`config.mk`:
```
export PLATFORM = sky130hd
export DESIGN_NAME = key_press_long_repeat_scanner_unit
export DESIGN_NICKNAME = d
export VERILOG_FILES = /design/src/rtl/kplr_pkg.sv /design/src/rtl/key_press_long_repeat_scanner_unit.sv /design/src/rtl/kplr_cfg_regs.sv /design/src/rtl/kplr_scan.sv
export SDC_FILE = /design/constraint.sdc
export NUM_CORES = 1
export LEC_CHECK = 0
export BUFFER_PORTS_ARGS = -buffer_cell sky130_fd_sc_hd__buf_2
export CORE_MARGIN = 2
export CORE_UTILIZATION = 65
export CTS_CLUSTER_SIZE = 24
export DETAILED_ROUTE_END_ITERATION = 16
export PLACE_DENSITY = 0.81
export SYNTH_ARGS = -nofsm -noshare
export SYNTH_HDL_FRONTEND = slang
export SYNTH_SLANG_ARGS = --single-unit
export TNS_END_PERCENT = 20
```
`constraint.sdc`:
```
create_clock -name clk -period 15.5 [get_ports clk]
set_input_delay 0.775 -clock clk [delete_from_list [all_inputs] [get_ports clk]]
set_output_delay 0.775 -clock clk [all_outputs]
set_load 0.05 [all_outputs]
```
`src/rtl/kplr_pkg.sv`:
```
// Shared types and constants for the keypad long-press and auto-repeat scanner.
package kplr_pkg;

    localparam int KEY_IDX_W = 4;
    localparam int LEVELS_W  = 16;
    localparam int TIMER_W   = 16;
    localparam int CFG_IDX_W = 3;
    localparam int CFG_DATA_W = 16;

    // Highest key index that the 4-bit count and 16-bit level word can reach.
    localparam int KEY_IDX_MAX = 15;

    // Key phase codes.
    localparam logic [1:0] PH_UP   = 2'd0;
    localparam logic [1:0] PH_DOWN = 2'd1;
    localparam logic [1:0] PH_LONG = 2'd2;

    // Configuration register indexes.
    localparam logic [CFG_IDX_W-1:0] CFG_NUM_KEYS     = 3'd0;
    localparam logic [CFG_IDX_W-1:0] CFG_ACTIVE_MASK  = 3'd1;
    localparam logic [CFG_IDX_W-1:0] CFG_REPORT_PRESS = 3'd2;
    localparam logic [CFG_IDX_W-1:0] CFG_LONG_TICKS   = 3'd3;
    localparam logic [CFG_IDX_W-1:0] CFG_REPEAT_TICKS = 3'd4;

    // Configuration reset values.
    localparam logic [KEY_IDX_W-1:0] RST_NUM_KEYS     = 4'd7;
    localparam logic [LEVELS_W-1:0]  RST_ACTIVE_MASK  = 16'd0;
    localparam logic                 RST_REPORT_PRESS = 1'b0;
    localparam logic [TIMER_W-1:0]   RST_LONG_TICKS   = 16'd100;
    localparam logic [TIMER_W-1:0]   RST_REPEAT_TICKS = 16'd20;

    localparam logic [TIMER_W-1:0]   TIMER_MAX = {TIMER_W{1'b1}};

    typedef struct packed {
        logic [KEY_IDX_W-1:0] num_keys;
        logic [LEVELS_W-1:0]  active_level_mask;
        logic                 report_on_press;
        logic [TIMER_W-1:0]   long_ticks;
        logic [TIMER_W-1:0]   repeat_ticks;
    } cfg_t;

    typedef struct packed {
        logic                 hit;
        logic [KEY_IDX_W-1:0] key_index;
        logic                 long_event;
    } key_event_t;

endpackage

```
`src/rtl/key_press_long_repeat_scanner_unit.sv`:
```
// Top level of the keypad scanner with long-press and auto-repeat events.
//
//   Channel   Direction  Handshake           Payload
//   -------   ---------  ------------------  ------------------------------------
//   in        input      in_valid/in_stall   key_levels (16 bits)
//   out       output     out_valid/out_stall key_index (4 bits), long_event (1 bit)
//   cfg       input      cfg_write           cfg_index (3 bits), cfg_data (16 bits)
//
// An item is taken into the input register, scanned against the stored key
// phases and hold timer, and its event (if any) lands in the output register.
// One item per cycle is sustained; the only limit is the single-entry output
// register, which holds the input register while a result is stalled.
// Items that cause no event still update the key phases and timer and leave no result.
// rst_n clears all key phases to up, the hold timer to zero, both valid flags, and
// loads the configuration registers with their defaults.
module key_press_long_repeat_scanner_unit
    import kplr_pkg::*;
#(
    parameter int MAX_KEYS = 16
)
(
    input  logic                  clk,
    input  logic                  rst_n,
    input  logic                  cfg_write,
    input  logic [CFG_IDX_W-1:0]  cfg_index,
    input  logic [CFG_DATA_W-1:0] cfg_data,
    input  logic                  in_valid,
    output logic                  in_stall,
    input  logic [LEVELS_W-1:0]   key_levels,
    output logic                  out_valid,
    input  logic                  out_stall,
    output logic [KEY_IDX_W-1:0]  key_index,
    output logic                  long_event
);

    // Keys are visited from index 1 up to the smaller of MAX_KEYS - 1 and the
    // highest index the count register can hold; no phase is kept for others.
    localparam int SCAN_KEYS = (MAX_KEYS - 1 < KEY_IDX_MAX) ? MAX_KEYS - 1 : KEY_IDX_MAX;

    cfg_t                    cfg;

    logic                    in_valid_reg;
    logic [LEVELS_W-1:0]     levels_reg;
    logic [SCAN_KEYS:1][1:0] phase_reg;
    logic [SCAN_KEYS:1][1:0] phase_next;
    logic [TIMER_W-1:0]      timer_reg;
    logic [TIMER_W-1:0]      timer_next;
    key_event_t              key_event;

    logic                    out_valid_reg;
    logic [KEY_IDX_W-1:0]    key_index_reg;
    logic                    long_event_reg;

    logic                    proceed;
    logic                    in_accept;

    kplr_cfg_regs u_cfg (
        .clk       (clk),
        .rst_n     (rst_n),
        .cfg_write (cfg_write),
        .cfg_index (cfg_index),
        .cfg_data  (cfg_data),
        .cfg       (cfg)
    );

    kplr_scan #(
        .SCAN_KEYS (SCAN_KEYS)
    ) u_scan (
        .cfg             (cfg),
        .key_levels      (levels_reg),
        .phase           (phase_reg),
        .hold_timer      (timer_reg),
        .phase_next      (phase_next),
        .hold_timer_next (timer_next),
        .key_event       (key_event)
    );

    // The held item is scanned once the output register is free or is being
    // emptied in this cycle.
    assign proceed   = in_valid_reg && (!out_valid_reg || !out_stall);
    assign in_stall  = in_valid_reg && !proceed;
    assign in_accept = in_valid && !in_stall;

    always_ff @(posedge clk or negedge rst_n)
    begin
        if (!rst_n)
        begin
            in_valid_reg  <= 1'b0;
            out_valid_reg <= 1'b0;
            phase_reg     <= '0;
            timer_reg     <= '0;
        end
        else
        begin
            if (in_accept)
                in_valid_reg <= 1'b1;
            else if (proceed)
                in_valid_reg <= 1'b0;

            if (out_valid_reg && !out_stall)
                out_valid_reg <= 1'b0;
            if (proceed && key_event.hit)
                out_valid_reg <= 1'b1;

            if (proceed)
            begin
                phase_reg <= phase_next;
                timer_reg <= timer_next;
            end
        end
    end

    always_ff @(posedge clk)
    begin
        if (in_accept)
            levels_reg <= key_levels;
        if (proceed && key_event.hit)
        begin
            key_index_reg  <= key_event.key_index;
            long_event_reg <= key_event.long_event;
        end
    end

    assign out_valid  = out_valid_reg;
    assign key_index  = key_index_reg;
    assign long_event = long_event_reg;

endmodule

```
`src/rtl/kplr_cfg_regs.sv`:
```
// Configuration register bank of the keypad scanner.
module kplr_cfg_regs
    import kplr_pkg::*;
(
    input  logic                  clk,
    input  logic                  rst_n,
    input  logic                  cfg_write,
    input  logic [CFG_IDX_W-1:0]  cfg_index,
    input  logic [CFG_DATA_W-1:0] cfg_data,
    output cfg_t                  cfg
);

    cfg_t cfg_reg;

    always_ff @(posedge clk or negedge rst_n)
    begin
        if (!rst_n)
        begin
            cfg_reg.num_keys          <= RST_NUM_KEYS;
            cfg_reg.active_level_mask <= RST_ACTIVE_MASK;
            cfg_reg.report_on_press   <= RST_REPORT_PRESS;
            cfg_reg.long_ticks        <= RST_LONG_TICKS;
            cfg_reg.repeat_ticks      <= RST_REPEAT_TICKS;
        end
        else if (cfg_write)
        begin
            case (cfg_index)
                CFG_NUM_KEYS:     cfg_reg.num_keys          <= cfg_data[KEY_IDX_W-1:0];
                CFG_ACTIVE_MASK:  cfg_reg.active_level_mask <= cfg_data[LEVELS_W-1:0];
                CFG_REPORT_PRESS: cfg_reg.report_on_press   <= cfg_data[0];
                CFG_LONG_TICKS:   cfg_reg.long_ticks        <= cfg_data[TIMER_W-1:0];
                CFG_REPEAT_TICKS: cfg_reg.repeat_ticks      <= cfg_data[TIMER_W-1:0];
                default:          ;
            endcase
        end
    end

    assign cfg = cfg_reg;

endmodule

```
`src/rtl/kplr_scan.sv`:
```
// Single-pass key scan: next key phases, next hold timer and the event of one tick.
module kplr_scan
    import kplr_pkg::*;
#(
    parameter int SCAN_KEYS = 15
)
(
    input  cfg_t                        cfg,
    input  logic [LEVELS_W-1:0]         key_levels,
    input  logic [SCAN_KEYS:1][1:0]     phase,
    input  logic [TIMER_W-1:0]          hold_timer,
    output logic [SCAN_KEYS:1][1:0]     phase_next,
    output logic [TIMER_W-1:0]          hold_timer_next,
    output key_event_t                  key_event
);

    logic hold_ge_long;
    logic hold_ge_repeat;
    logic long_is_zero;
    logic repeat_is_zero;

    assign hold_ge_long   = (hold_timer >= cfg.long_ticks);
    assign hold_ge_repeat = (hold_timer >= cfg.repeat_ticks);
    assign long_is_zero   = (cfg.long_ticks == '0);
    assign repeat_is_zero = (cfg.repeat_ticks == '0);

    // A released long key clears the timer for every key after it in the pass,
    // so the comparisons switch to their zero-timer form once that happened.
    always_comb
    begin
        logic cleared;
        logic done;
        logic visit;
        logic pressed;
        logic ge_long;
        logic ge_repeat;

        cleared    = 1'b0;
        done       = 1'b0;
        phase_next = phase;
        key_event  = '0;

        for (int i = 1; i <= SCAN_KEYS; i++)
        begin
            visit     = (cfg.num_keys >= KEY_IDX_W'(i)) && !done;
            pressed   = (key_levels[i] == cfg.active_level_mask[i]);
            ge_long   = cleared ? long_is_zero : hold_ge_long;
            ge_repeat = (cleared || !pressed) ? repeat_is_zero : hold_ge_repeat;

            if (visit)
            begin
                case (phase[i])
                    PH_UP:
                    begin
                        if (pressed)
                        begin
                            phase_next[i] = PH_DOWN;
                            if (cfg.report_on_press)
                            begin
                                done      = 1'b1;
                                key_event = '{hit: 1'b1, key_index: KEY_IDX_W'(i),
                                              long_event: 1'b0};
                            end
                        end
                    end
                    PH_DOWN:
                    begin
                        if (!pressed)
                        begin
                            phase_next[i] = PH_UP;
                            if (!cfg.report_on_press)
                            begin
                                done      = 1'b1;
                                key_event = '{hit: 1'b1, key_index: KEY_IDX_W'(i),
                                              long_event: 1'b0};
                            end
                        end
                        else if (ge_long)
                        begin
                            phase_next[i] = PH_LONG;
                            done          = 1'b1;
                            key_event     = '{hit: 1'b1, key_index: KEY_IDX_W'(i),
                                              long_event: 1'b1};
                        end
                    end
                    PH_LONG:
                    begin
                        if (!pressed)
                        begin
                            phase_next[i] = PH_UP;
                            cleared       = 1'b1;
                        end
                        if (ge_repeat)
                        begin
                            done      = 1'b1;
                            key_event = '{hit: 1'b1, key_index: KEY_IDX_W'(i),
                                          long_event: 1'b1};
                        end
                    end
                    default:
                    begin
                        phase_next[i] = PH_UP;
                    end
                endcase
            end
        end

        // An event clears the timer; otherwise it advances from zero or from
        // its old value and stops at full scale.
        if (key_event.hit)
            hold_timer_next = '0;
        else if (cleared)
            hold_timer_next = TIMER_W'(1);
        else if (hold_timer != TIMER_MAX)
            hold_timer_next = hold_timer + TIMER_W'(1);
        else
            hold_timer_next = hold_timer;
    end

endmodule

```
After elaboration in Yosys (flattened, before gate mapping)

Index checks and enable logic that the tools add are counted.

Add/subtract/negate cells: 1
Magnitude comparators: 17
Equal/unequal tests: 95
Mux-type cells: 388
Reduce and logical (&&, ||, !) cells: 108

Operators by type and width:

| kind                    | count |
|---|---|
| $mux W6                 | 105 |
| $pmux W6 S3             | 15 |
| $mux W1                 | 176 |
| $mux W2                 | 60 |
| $pmux W2 S3             | 15 |
| $reduce_and A5 Y1       | 15 |
| $mux W16                | 3 |
| $ne A3 B3 Y1 const B    | 14 |
| $pmux W1 S3             | 14 |
| $ge A16 B16 Y1          | 2 |
| $ge A4 B4 Y1 const B    | 8 |
| $logic_not A1 Y1        | 32 |
| $logic_not A16 Y1       | 2 |
| $eq A2 B1 Y1 const B    | 15 |
| $eq A2 B2 Y1 const B    | 15 |
| $logic_not A2 Y1        | 15 |
| $ne A2 B1 Y1 const B    | 15 |
| $ne A2 B2 Y1 const B    | 15 |
| $logic_and A1 B1 Y1     | 19 |
| $add A16 B1 Y16 const B | 1 |
| $ge A4 B3 Y1 const B    | 4 |
| $ne A16 B16 Y1 const B  | 1 |
| $eq A1 B1 Y1            | 15 |
| $logic_or A1 B1 Y1      | 15 |
| other kinds (10)        | 18 |

Register bits: 122
Bits of input ports: 40
Output and inout bits: 7
Logic and storage cells: 635

Depth between registers and ports, before layout

Gate-level depths: netlist of the first run.

Depth in word-level cells: 63
Gate-level depth with buffers: 30
Mapped depth without buffers: 27

Cells and area by module

Synthesis of the first run repeated with hierarchy kept, for this count alone.

Cell total of the unflattened synthesis: 1,048
Area total of the unflattened synthesis: 9,905.8 sq um

By module, submodules not included:

| module                             | times used | cells an instance | area each (sq um) | sequential area each (sq um) |
|---|---|---|---|---|
| kplr_scan                          | 1          | 803               | 5,232.5           | 0.0 |
| key_press_long_repeat_scanner_unit | 1          | 129               | 2,640.0           | 1,831.8 |
| kplr_cfg_regs                      | 1          | 116               | 2,033.2           | 1,336.3 |

Worst setup path after synthesis of the first run

OpenSTA, ideal clock, no wires.

Kind: reg-to-reg
Start: register u_cfg.cfg_reg, in the netlist u_cfg.cfg[22]
End: register key_index_reg[0] (netlist: key_index[0]) (enable)
Library setup time: 0.369 ns
Arrival time: 7.347 ns
Required time: 15.131 ns
Slack: 7.784 ns
Cell stages (with the launch flop): 28
Path buffers: 1
Clock period less this slack: 7.716 ns
Cells stage by stage: dfstp_2 inv_1 ha_1 and3_1 o311a_1 o31ai_1 or3b_1 buf_2 a32oi_2 nand4b_2 a2111oi_4 nor4b_1 o31ai_4 a21oi_4 or4b_4 a311o_1 and4_1 and3_1 nor4b_4 o22ai_1 nor3_4 a21oi_2 mux2i_2 o31ai_2 a21oi_1 a2111oi_2 a311oi_4 a21oi_1

Word-level cells in the longest chain between the ends: 62
Elaborated cells on any way between the ends: 332
Classes of those cells: order compare (1); mux (288); reduce/logical (43)

RTL lines:

| item                                              | line                                              | source |
|---|---|---|
| start: declaration                                | kplr_cfg_regs.sv:13                               | `cfg_t cfg_reg;` |
| $ge A16 B16 Y1                                    | kplr_scan.sv:22                                   | `assign hold_ge_long = (hold_timer >= cfg.long_ticks);` |
| $mux W6 / $mux W1 (equally long branches)         | kplr_scan.sv:78                                   | `else if (ge_long)` |
| $mux W6 / $mux W1 (equally long branches)         | kplr_scan.sv:68                                   | `if (!pressed)` |
| $pmux W6 S3 / $pmux W1 S3 (equally long branches) | kplr_scan.sv:52                                   | `case (phase[i])` |
| $mux W6 / $mux W1 (equally long branches)         | kplr_scan.sv:50                                   | `if (visit)` |
| $mux W6, or another cell as far along             | kplr_scan.sv:71                                   | `if (!cfg.report_on_press)` |
| $mux W6, or another cell as far along             | kplr_scan.sv:68                                   |  |
| $pmux W6 S3, or another cell as far along         | kplr_scan.sv:52                                   |  |
| [... 46 more ...]                                 | --                                                |  |
| $mux W6, or another cell as far along             | kplr_scan.sv:68                                   |  |
| $pmux W6 S3 / $mux W1 (equally long branches)     | kplr_scan.sv:52, kplr_scan.sv:50                  |  |
| $mux W6, or another cell as far along             | kplr_scan.sv:50                                   |  |
| $mux W6, or another cell as far along             | kplr_scan.sv:71                                   |  |
| $mux W6, on equally long branches                 | kplr_scan.sv:68, kplr_scan.sv:55, kplr_scan.sv:93 |  |
| $pmux W6 S3                                       | kplr_scan.sv:52                                   |  |
| $mux W6 *                                         | kplr_scan.sv:50                                   |  |
| $logic_and A1 B1 Y1 *                             | key_press_long_repeat_scanner_unit.sv:117         | `if (proceed && key_event.hit)` |
| end signal: assignment                            | key_press_long_repeat_scanner_unit.sv:119         | `key_index_reg <= key_event.key_index;` |
| end: declaration                                  | key_press_long_repeat_scanner_unit.sv:51          | `logic [KEY_IDX_W-1:0] key_index_reg;` |

Every way passes the cells marked *; elsewhere a longest branch is shown, timed or not.
A chain may end at the register's enable or synchronous reset.

Worst setup path in the final report of the first run

Start: register u_cfg.cfg_reg, in the netlist u_cfg.cfg[22]
End: register long_event_reg (netlist: long_event) (enable)

Word-level cells in the longest chain between the ends: 62
Elaborated cells on any way between the ends: 332
Classes of those cells: order compare (1); mux (288); reduce/logical (43)

RTL lines:

| item                                              | line                                              | source |
|---|---|---|
| $ge A16 B16 Y1                                    | kplr_scan.sv:22                                   |  |
| $mux W6 / $mux W1 (equally long branches)         | kplr_scan.sv:78                                   |  |
| $mux W6 / $mux W1 (equally long branches)         | kplr_scan.sv:68                                   |  |
| $pmux W6 S3 / $pmux W1 S3 (equally long branches) | kplr_scan.sv:52                                   |  |
| $mux W6 / $mux W1 (equally long branches)         | kplr_scan.sv:50                                   |  |
| $mux W6, or another cell as far along             | kplr_scan.sv:71                                   |  |
| $mux W6, or another cell as far along             | kplr_scan.sv:68                                   |  |
| $pmux W6 S3, or another cell as far along         | kplr_scan.sv:52                                   |  |
| [... 46 more ...]                                 | --                                                |  |
| $mux W6, or another cell as far along             | kplr_scan.sv:68                                   |  |
| $pmux W6 S3 / $mux W1 (equally long branches)     | kplr_scan.sv:52, kplr_scan.sv:50                  |  |
| $mux W6, or another cell as far along             | kplr_scan.sv:50                                   |  |
| $mux W6, or another cell as far along             | kplr_scan.sv:71                                   |  |
| $mux W6, on equally long branches                 | kplr_scan.sv:68, kplr_scan.sv:55, kplr_scan.sv:93 |  |
| $pmux W6 S3                                       | kplr_scan.sv:52                                   |  |
| $mux W6 *                                         | kplr_scan.sv:50                                   |  |
| $logic_and A1 B1 Y1 *                             | key_press_long_repeat_scanner_unit.sv:117         |  |
| end signal: assignment                            | key_press_long_repeat_scanner_unit.sv:120         | `long_event_reg <= key_event.long_event;` |
| end: declaration                                  | key_press_long_repeat_scanner_unit.sv:52          | `logic long_event_reg;` |

Marked as above.

==> results of run 1 <==
## metal layers
metal | wire (um) | vias to the layer above | global-route usage
li1 | - | 4035 | -
met5 | 0 | - | 0
met1 | 10900 | 4094 | 0.490
met3 | 2350 | 92 | 0.0791
met4 | 1030 | 0 | 0.159
met2 | 11800 | 465 | 0.560
## metrics by stage
stage | total power [W] | utilization | setup slack, ps | cell area [sq um] | cells
floorplan | 0.000960 | - | 7780 | 9060 | 1059
global placement | 0.00111 | 0.685 | 5790 | 9440 | 1254
detailed placement | 0.00113 | 0.685 | 5650 | 9440 | 1254
CTS | 0.00157 | 0.731 | 5590 | 10100 | 1286
global route | 0.00167 | 0.731 | 4900 | 10100 | 1286
finish | 0.00158 | 0.732 | 5330 | 10100 | 1287
## cells in the final DEF (no fill, tap or decap), types with 10 or more instances in the layout
cell         n
nand2_1    130
dfrtp_1     92
nor2_1      84
o21ai_0     73
inv_1       61
a21oi_1     57
buf_2       44
mux2_2      39
nand3_1     35
ha_1        33
nor3_1      25
a31oi_1     24
o22ai_1     23
edfxtp_1    20
a21o_1      17
clkbuf_16   17
and3_1      15
nor4_1      14
xor2_1      14
nand4_1     13
nand2b_1    13
o211ai_1    12
nor3b_1     11
or3_1       11
mux2i_1     11
and2_1      10
nor2b_1     10
buf_4       10
## final timing paths
kind	start	end	slack, ps
min reg2reg	u_cfg.cfg[2]	u_cfg.cfg[2]	520
max	u_cfg.cfg[22]	long_event	5330
max in group asynchronous	rst_n	u_cfg.cfg[40]	13970
min in group clk	u_cfg.cfg[2]	u_cfg.cfg[2]	520
min	rst_n	u_cfg.cfg[38]	390
max reg2reg	u_cfg.cfg[22]	long_event	5330
## critical path, delay by kind of cell (launching register included)
kind / cells / cell delay [ps]
compound gates: 13 / 5020
fa+ha+maj: 1 / 300
buf+inv: 1 / 40
flops: 1 / 550
mux: 2 / 600
simple gates: 9 / 3230
## kinds of logic after synthesis
kind of cell	after synthesis
AO/OA/AOI/OAI	313
XOR/XNOR	23
adder cells (fa/ha/maj)	33
buffers and inverters	100
flip-flops	120
multiplexers	51
AND/OR/NAND/NOR	419
## where the power goes
part | internal (W) | switching, W
Combinational | 0.000222 | 0.000440
Sequential | 0.000399 | 0.0000865
Clock | 0.000273 | 0.000160
Total | 0.000895 | 0.000687
## cell type report
class                           instances  area (sq um)  share of cell area
Clock inverter                         15           214              0.0212
Inverter                               61           229              0.0227
Timing Repair Buffer                   54           295              0.0293
Multi-Input combinational cell        839          5570               0.553
Sequential cell                       120          3110               0.309
Clock buffer                           17           425              0.0422
Antenna cell                            1          2.50            0.000248
Tap cell                              180           225              0.0223
==> reports/results.txt, run 1 <==
From bottom edge to top edge, the die measures 122 um. The tree built by TritonCTS fans out to 120 sinks. The die is 122 um wide. The first detailed-routing pass took 6 iterations. The logs give 0 for the hold buffer count at CTS and 0 for the post-route DRC violation count.

The fraction of synthesized cell area taken by the top area cell type was 0.254; the routability-driven placement congestion ratio was 0.956. The count of pins over their slew limit was 0; the initial DRC count was 1028. The tools report the largest net degree at the start of global routing as 53. The tools report the total negative setup slack as 0 ps.

STA classifies the critical path endpoint as a register. The proportion of register bits with asynchronous set or reset after synthesis came out at 0.833. The average detailed-routed wire length per instance is 20.3 um, and the gate count of the mapped netlist is 1059. The run gives 9.22 ps as the worst clock skew. The logs give 0.0149 sq mm for the area of the die and 0.658 for the starting density of the core. The fraction of synthesized cell area in xor and xnor cells works out to 0.0222. TritonCTS built the clock tree.

The tools report the kind of launch point of the worst setup path as a register. Subtracting the final worst setup slack from the clock period gives 10170 ps. Max-cap violations in this run came to 0. The area share of fa/ha/maj cells after synthesis is 0.0456, and the maximum fanout along the worst path is 19.

On the critical path, the stage with the largest delay is an instance of a21oi_1. The share of final-layout standard cells stronger than drive strength 1 came out at 0.160. The number of endpoints with negative hold slack in the final report is 0, and the count of synthesis-stage warnings from yosys is 0. The flow ran to the end, and the final reports show no timing, DRC or antenna violations.

The proportion of synthesized chip area in sequential cells was 0.344. Data on the critical path is required at its endpoint by 15540 ps. The number of distinct library cell variants in the gate-level netlist after synthesis came out at 98. The class of the tightest hold or removal check was primary input to async pin. The run gives 0 as the count of nets left with antenna violations after detail routing. The layout has 1043 filler cells. The tools report the remaining global-route overflow as 0.

Setup repair after global routing left no endpoint under its margin. For this design the static power due to leakage is 4.25 nW. The number of buffers created by CTS is 17, and the routed wire length is 26100 um. The dominant cell by count in the synthesized netlist was nand2_1. The worst setup path category is register to register.

Once detailed placement completed, the half-perimeter wirelength came to 18500 um. The initial antenna violation count is 1, and the register bit count reported by yosys is 120. Measured in cells, the most critical reg-to-reg path has a length of 26. For the aggregate global-route resource usage, the log shows 0.362.

The first global-routing pass estimated 41600 um of wire. The maximum buffer depth of the clock tree came out at 2. The routed layout has 8686 vias.

The largest single stage delay on the critical path is 1070 ps. The post-CTS clock slew at the launch and capture registers of the worst setup and hold paths is 60 ps. Cell type contributing the most total cell area after synthesis: dfrtp_1. The worst-case IR drop observed on VDD is 115 uV.

The tools report the worst-case headroom to the max-slew limit as 0.178. The core region is 0.0138 sq mm. The prevailing post-synth register cell was dfrtp_1. Dividing the detail-routed via count by the number of cells gives 6.75. The register with the most flip-flops in the layout has 52 of them. In the post-synthesis netlist, the biggest area contributors are dfrtp_1 25%, edfxtp_1 6.6%, nand2_1 5.4%. Each instance of the synthesized netlist takes up on average 8.56 sq um. After clock tree synthesis, the repair step resized 0 gates. Counting every net in the synthesized netlist gives 1132. The share of the clock period used by the worst path after layout works out to 0.656. Relative to the synthesized area, the layout overhead comes to 11.2%. The simple-gate portion of the synthesized area works out to 0.238. Final hold analysis gives a worst-case slack of 386 ps.

Area of the mapped netlist: 0.00906 sq mm. The count of standard-cell rows is 43, and the number of nets in the finished design is 1166. For the post-CTS setup buffer count, the log shows 0.

Setup violations remaining at the end of the flow were counted as 0. After synthesis, the most frequently instantiated cells are 130 x nand2_1, 92 x dfrtp_1, 84 x nor2_1. In this run the number of H-tree levels came out at 4. The tools report the number of global-route vias before repair as 8075. The number of enable-type register cells in the synthesized netlist was 20; the clock latency of the later-clocked register in the worst-skew pair was 430 ps. The endpoint arrival time on the critical path was 10210 ps; the fmax was 0.0983 GHz. For this design the ratio of total power to cell area is 157 mW/mm^2.

The fraction of synthesized area in multiplexers was 0.0621. The complex-gate fraction of the synthesized area came out at 0.246. Port buffering added 45 buffers.

The cell sitting at the root of the clock tree is a clkbuf_16. For the total I/O pin count, the log shows 47. The slew of the pin with the lowest slew margin works out to 1230 ps. After synthesis, the largest family of logic cells by area is compound AO/OA/AOI/OAI gates.
Power figures use the tool's default switching activity.
==> inputs of run 2 (changes only) <==
- CORE_UTILIZATION: 65 -> 63
- PLACE_DENSITY: 0.81 -> 0.79
- clock period: 15.5 -> 10.19 ns (I/O delays scaled with it)
==> run 2 against run 1 <==
  * Maximum frequency grew 7.7%
  * Combinational power grew 51%
  * Final cell count grew 0.31%
  * Worst hold slack got worse by 140 ps
  * Utilization shrank 1.2 points
  * Setup slack lost 4600 ps
  * Clock-buffer cell count up 7
  * Critical endpoint is now key_index[3]
  * Largest power group unchanged
  * Highest routed layer unchanged
==> reports/results.txt, run 2 (synthesis gave the netlist of run 1 again) <==
The required time of the worst setup path came out at 10240 ps. The class of the tightest hold or removal check is primary input to register. The longest clock path from root to sink contains 2 buffers.

The clock net in this run drives a total of 120 sinks. For the total of fill cells in the finished design, the log shows 1100. After detailed routing, the average wire length per cell comes to 20.3 um. The via count came out at 8719.

The worst clock skew was 13.4 ps. The startpoint of the lowest-slack register-to-register path was u_cfg.cfg[22]. For the number of iterations in the first detailed-routing pass, the log shows 7. The worst slack on hold paths is 250 ps, and the shortest clock period the worst path allows after layout is 9440 ps. After clock tree synthesis, the setup repair step added 0 buffers.

The wire length on met1 is 11000 um. The number of nets in the finished design is 1171. The library cell used most frequently in the layout, excluding fill and tap cells, is nand2_1.

The share of final-layout standard cells stronger than drive strength 1 works out to 0.160. The total area inside the core boundary comes to 0.0140 sq mm. The run gives 0.648 as the starting density of the core. STA classifies the critical path endpoint as a register. The worst-case headroom to the max-slew limit came out at 0.319. Area added between synthesis and finish: 11.1%.

Adding up every negative setup slack in the final design gives 0 ps. The tools report the post-route DRC violation count as 0. Summed over all layers, the global routing overflow is 0. The standby leakage power came out at 4.23 nW. The vertical die dimension is 124 um. Summed over all nets, the half-perimeter wirelength after detailed placement is 18700 um.

The tools report the library cell used as clock root buffer as clkbuf_16. The tools report the initial antenna violation count as 0. The die covers 0.0154 sq mm.

At the worst endpoint, the arrival time is 9490 ps. The worst hold path depth was 1. The top cell types in the final layout, fill and taps aside, are 130 x nand2_1, 92 x dfrtp_1, 84 x nor2_1.

Setup repair after global routing left no endpoint under its margin. The maximum fanout along the worst path came out at 12. By startpoint and endpoint, the worst setup path is classified as register to register.

For the worst flop-to-flop path, the logic depth is 26. In this run the tool buffered the top-level ports with 45 buffer cells. Across all setup checks in the final design, the least slack found is 747 ps. VDD sags by at most 194 uV. The kind of launch point of the worst setup path was a register. Clock-pin slew was measured on the worst setup and hold paths at 60 ps.

For flop-to-flop paths, the worst setup slack is 750 ps. The first global-routing pass estimated 42000 um of wire. The path with the worst hold slack has its endpoint at levels_reg[7]. Capturing point of the worst reg2reg path: key_index[3].

The start point of the worst hold path is key_levels[7]. Number of global-route vias before repair: 8057. The aggregate global-route resource usage came out at 0.359. In this run, CTS created clock tree buffers numbering 17. The post-CTS resize count was 0.

The run finished with clean final reports. Derived from the worst setup path, the maximum achievable clock frequency is 0.106 GHz. For the pin with the worst max-slew slack, the measured transition is 1020 ps. The share of the clock period used by the worst path after layout was 0.927. Measured along the x axis, the die boundary spans 124 um. The number of maximum-capacitance violations was 0. 0 antenna diodes ended up in the layout. The routability-driven placement congestion ratio is 0.957, and the wire length on met2 is 11700 um. The run gives 0 as the final-report setup violation count. At the later pin of the worst-skew pair, clock insertion delay measures 440 ps.

Entering global routing, the biggest net connects 77 pins. For this block, the initial DRC count from the detailed router was 1110. The detailed-routed wire length on met3 came out at 2620 um. Count of pins over their slew limit: 0. The number of endpoints with negative hold slack in the final report is 0, and the total power per unit cell area is 234 mW/mm^2. The design draws 0.00235 W. Dividing the detail-routed via count by the number of cells gives 6.75. The highest layer touched by signal routing is met4. The detail route stage leaves a number of antenna-violating nets equal to 0.

The tools report the total I/O pin count as 47. The floorplan has 43 rows. At the placement stage, the worst setup path has a slack of 1020 ps. The hold buffer count at CTS was 1.

The tools report the routed wire length as 26200 um. The maximum level of the CTS H-tree was 4. TritonCTS built the clock tree. The number of flip-flops in the largest register is 52.
run 2: cell types whose count changed in the layout (fill, tap and decap cells not counted), moves of 3 or more:
| cell | before | now |
|---|---|---|
| buf_4 | 10 | 14 |
| bufinv_16 | 4 | 1 |
| clkbuf_1 | 0 | 3 |
| clkbuf_8 | 0 | 3 |
| clkinvlp_4 | 0 | 4 |
| inv_6 | 4 | 1 |
run 2: power by group:
| part | internal, W | total (W) | switching [W] | leakage [nW] |
|---|---|---|---|---|
| clock network | 0.000371 | 0.000602 | 0.000231 | 0.274 |
| registers | 0.000607 | 0.000748 | 0.000141 | 1.45 |
| logic | 0.000340 | 0.00100 | 0.000662 | 2.51 |
| total | 0.00132 | 0.00235 | 0.00103 | 4.23 |
run 2: layout make-up:
class	instances	area, sq um	share of cell area
flip-flops and latches	120	3110	0.309
inverters	61	229	0.0227
multi-input cells	839	5570	0.554
clock buffers	24	503	0.0500
repair buffers	59	335	0.0333
clock inverters	8	86.3	0.00858
well taps	180	225	0.0224
run 2: how the worst max path moves through the flow:
stage | to | startpoint | cells after the start | slack, ps
2_1_floorplan | key_index[0] | u_cfg.cfg[22] | 27 | 2470
3_3_place_gp | key_index[2] | u_cfg.cfg[22] | 26 | 1170
3_5_place_dp | key_index[2] | u_cfg.cfg[22] | 26 | 1020
4_1_cts | key_index[0] | u_cfg.cfg[22] | 26 | 950
5_1_grt | key_index[0] | u_cfg.cfg[22] | 26 | 270
6_report | key_index[3] | u_cfg.cfg[22] | 26 | 750
run 2: per-stage QoR:
stage,utilization,cells,area [sq um]
5_1_grt,0.719,1291,10100
4_1_cts,0.719,1291,10100
2_1_floorplan,-,1059,9060
3_5_place_dp,0.677,1258,9470
6_report,0.719,1291,10100
3_3_place_gp,0.677,1258,9470
run 2: worst max-delay path: stages (launching register included):
cell and delay (ps):
dfstp_2 530, inv_1 40, ha_1 300, and3_1 170
o311a_1 350, o31ai_1 250, or3b_1 610, a32oi_2 370
nand3_1 180, a2111oi_4 360, nand4_1 200, or3b_1 500
a31oi_1 270, o21ba_2 200, and4_1 480, nand4_2 300
nor3_2 490, o311ai_4 230, o22ai_1 490, nor3_4 150
a21oi_2 320, mux2i_2 360, o31ai_2 170, a21boi_4 270
mux2i_1 440, a311oi_4 180, a21oi_1 860
run 2: metal layers:
metal  up-vias  track usage
met3        85       0.0728
met5         -            0
li1       4036            -
met2       482        0.553
met4         0        0.133
met1      4116        0.501
==> inputs of run 3 (changes only) <==
- CORE_ASPECT_RATIO: unset -> 0.7
==> run 3 against run 2 <==
  * First-iteration DRC count rose by 9.1%
  * Non-clock buffer count did not move
  * Clock-buffer cell count fell by 5
  * Worst hold slack got worse by 240 ps
  * Utilization rose by 0.20 points
  * Global-route usage fell by 0.64 points
  * Sequential share of layout area barely moved
  * Maximum frequency rose by 1.2%
  * Flip-flop and latch count did not move
  * Critical endpoint is now timer_reg[2]
==> reports/results.txt, run 3 (synthesis gave the netlist of run 1 again) <==
Timing analysis after detailed placement gives a worst setup slack of 929 ps. Max-cap violations in this run came to 0. Hold repair after CTS inserted 0 buffers.

The share of the clock period used by the worst path after layout is 0.916. The number of inserted diodes came out at 0. The kind of launch point of the worst setup path is a register.

The nature of the critical path endpoint is a register. Row generation in the floorplan step produced 36 rows. Between clock sinks in the finished design, the worst skew comes to 8.82 ps. The die covers 0.0154 sq mm.

After global routing the overflow that remains totals 0. The clock passes through at most 2 buffers. The average detailed-routed wire length per instance works out to 20.6 um. Hold is met by 14.9 ps.

The share of final-layout standard cells stronger than drive strength 1 is 0.164. Fmax: 0.107 GHz. Aggregate global-route resource usage: 0.352. TritonCTS built the clock tree.

Clock latency on the worst-skew pair, taken at its later pin, is 430 ps. The area growth from synthesis to layout is 11.2%. Power spread over the standard cell area amounts to 234 mW/mm^2.

In this run the number of H-tree levels came out at 4. Before antenna repair, the detailed router went through 6 iterations. The post-CTS resize count came out at 0. The flow ran to the end, and the final reports show no timing, DRC or antenna violations. The starting density of the core was 0.649; the number of buffers created by CTS was 17.

The tools report the initial antenna violation count as 0. For the first-pass GRT wire length, the log shows 42200 um. The path class of the tightest hold or removal check is primary input to async pin. Routability-driven placement congestion ratio: 0.984. Detailed routing inserted a total of 8764 vias.

Required time of the worst setup path: 10530 ps. Post-detailed-placement half-perimeter wirelength: 19100 um. For the post-CTS setup buffer count, the log shows 0.

47 I/O pins were placed. In the layout the commonest cells are 130 x nand2_1, 92 x dfrtp_1, 84 x nor2_1. For the pin with the worst max-slew slack, the measured transition is 1160 ps.

The post-route DRC violation count is 0. The run gives 171 uV as the largest vdd supply drop. The count of nets left with antenna violations once routing finished came out at 0.

For this design, the sink count on the clock tree is 120. In the final timing run, aggregate negative setup slack is 0 ps. The count of port buffers added during placement works out to 45.

In this run, the number of DRC markers left after iteration 0 of detailed routing was 1211. Worst setup path category: register to register. The tools report the library cell used as clock root buffer as clkbuf_16. The shortest clock period the worst path allows after layout was 9330 ps; the largest net degree at the start of global routing was 68. The non-filler instance count after layout came out at 1301. For this design the static power due to leakage is 4.24 nW.

The worst-case headroom to the max-slew limit is 0.228, and the utilization after layout is 0.722. Setup repair after global routing left no endpoint under its margin. The logs give 7740 for the number of global-route vias before repair and 0 for the final-report setup violation count. The floorplan step defined a core boundary enclosing 0.0140 sq mm.

Leaving out fill and tap cells, the most frequent cell in the layout is nand2_1. The logs give 0 for the count of pins over their slew limit and 1269 for the number of cells in the design after placement. The post-CTS clock slew at the launch and capture registers of the worst setup and hold paths was 60 ps; the vertical die dimension was 104 um.

Across all setup checks in the final design, the least slack found is 861 ps. The horizontal die dimension is 147 um, and the number of endpoints with negative hold slack in the final report is 0. The tools report the endpoint arrival time on the critical path as 9670 ps. The number of flip-flops in the largest register is 52, and the number of nets in the finished design is 1171. Of all nets on the critical path, the largest fanout is 16. The vias per cell was 6.74; the routed wire length was 26800 um.
run 3: cell types whose count changed in the layout (fill, tap and decap cells not counted):
| cell | change |
|---|---|
| a31oi_2 | +1 |
| clkinv_1 | +1 |
| a31oi_1 | -1 |
| clkbuf_1 | -3 |
| dlygate4sd3_1 | -1 |
| buf_4 | +1 |
| clkinv_4 | +2 |
| clkinv_2 | +2 |
| clkinvlp_4 | -1 |
| clkbuf_8 | -2 |
| inv_6 | +1 |
run 3: per-stage QoR:
step	total power, W	cell area (sq um)
6_report	0.00236	10100
5_1_grt	0.00249	10100
4_1_cts	0.00233	10100
3_5_place_dp	0.00172	9490
3_3_place_gp	0.00169	9490
2_1_floorplan	0.00146	9060
run 3: critical path, stage by stage, from the launching register on:
cell	delay (ps)
dfrtp_1	480
ha_1	330
and4_1	320
nand4_1	120
a211oi_1	440
o21ai_0	260
a31oi_2	650
nand3_1	270
a2111oi_4	420
nand4_1	190
or3b_1	500
a31oi_1	260
o21ba_2	200
and4_1	500
nand4_2	280
nor3_2	560
o311ai_4	240
o22ai_1	490
nor3_4	150
a21oi_2	340
mux2i_2	160
o31ai_2	520
a21boi_4	160
mux2i_1	230
a311oi_4	400
buf_4	290
nand3_2	220
o211ai_1	240
run 3: final cells by class:
class                   instances  area [sq um]
clock buffers                  19           464
clock inverters                13           119
fillers                      1096          3890
inverters                      61           229
multi-input cells             839          5580
flip-flops and latches        120          3110
well taps                     190           238
repair buffers                 59           333
run 3: power by group:
| part | switching, W | total, W | internal (W) |
|---|---|---|---|
| logic | 0.000674 | 0.00102 | 0.000349 |
| clock network | 0.000242 | 0.000599 | 0.000357 |
| registers | 0.000133 | 0.000740 | 0.000607 |
run 3: final timing paths:
| path | from | end | slack (ps) | cells after the start |
|---|---|---|---|---|
| max | timer_reg[15] | timer_reg[2] | 860 | 27 |
| min | rst_n | u_cfg.cfg[9] | 10 | 1 |
| max reg2reg | timer_reg[15] | timer_reg[2] | 860 | 27 |
| min reg2reg | u_cfg.cfg[36] | u_cfg.cfg[36] | 530 | 1 |
| max in group asynchronous | rst_n | phase_reg[2] | 8950 | 2 |
| min in group clk | key_levels[13] | levels_reg[13] | 250 | 1 |
run 3: metal layers:
layer  wire length, um  global-route usage  part of all wire
met1             12200               0.551              0.46
met2             10700               0.476              0.40
met3              3320              0.0895              0.12
met5                 0                   0                 0
met4               625              0.0982             0.023
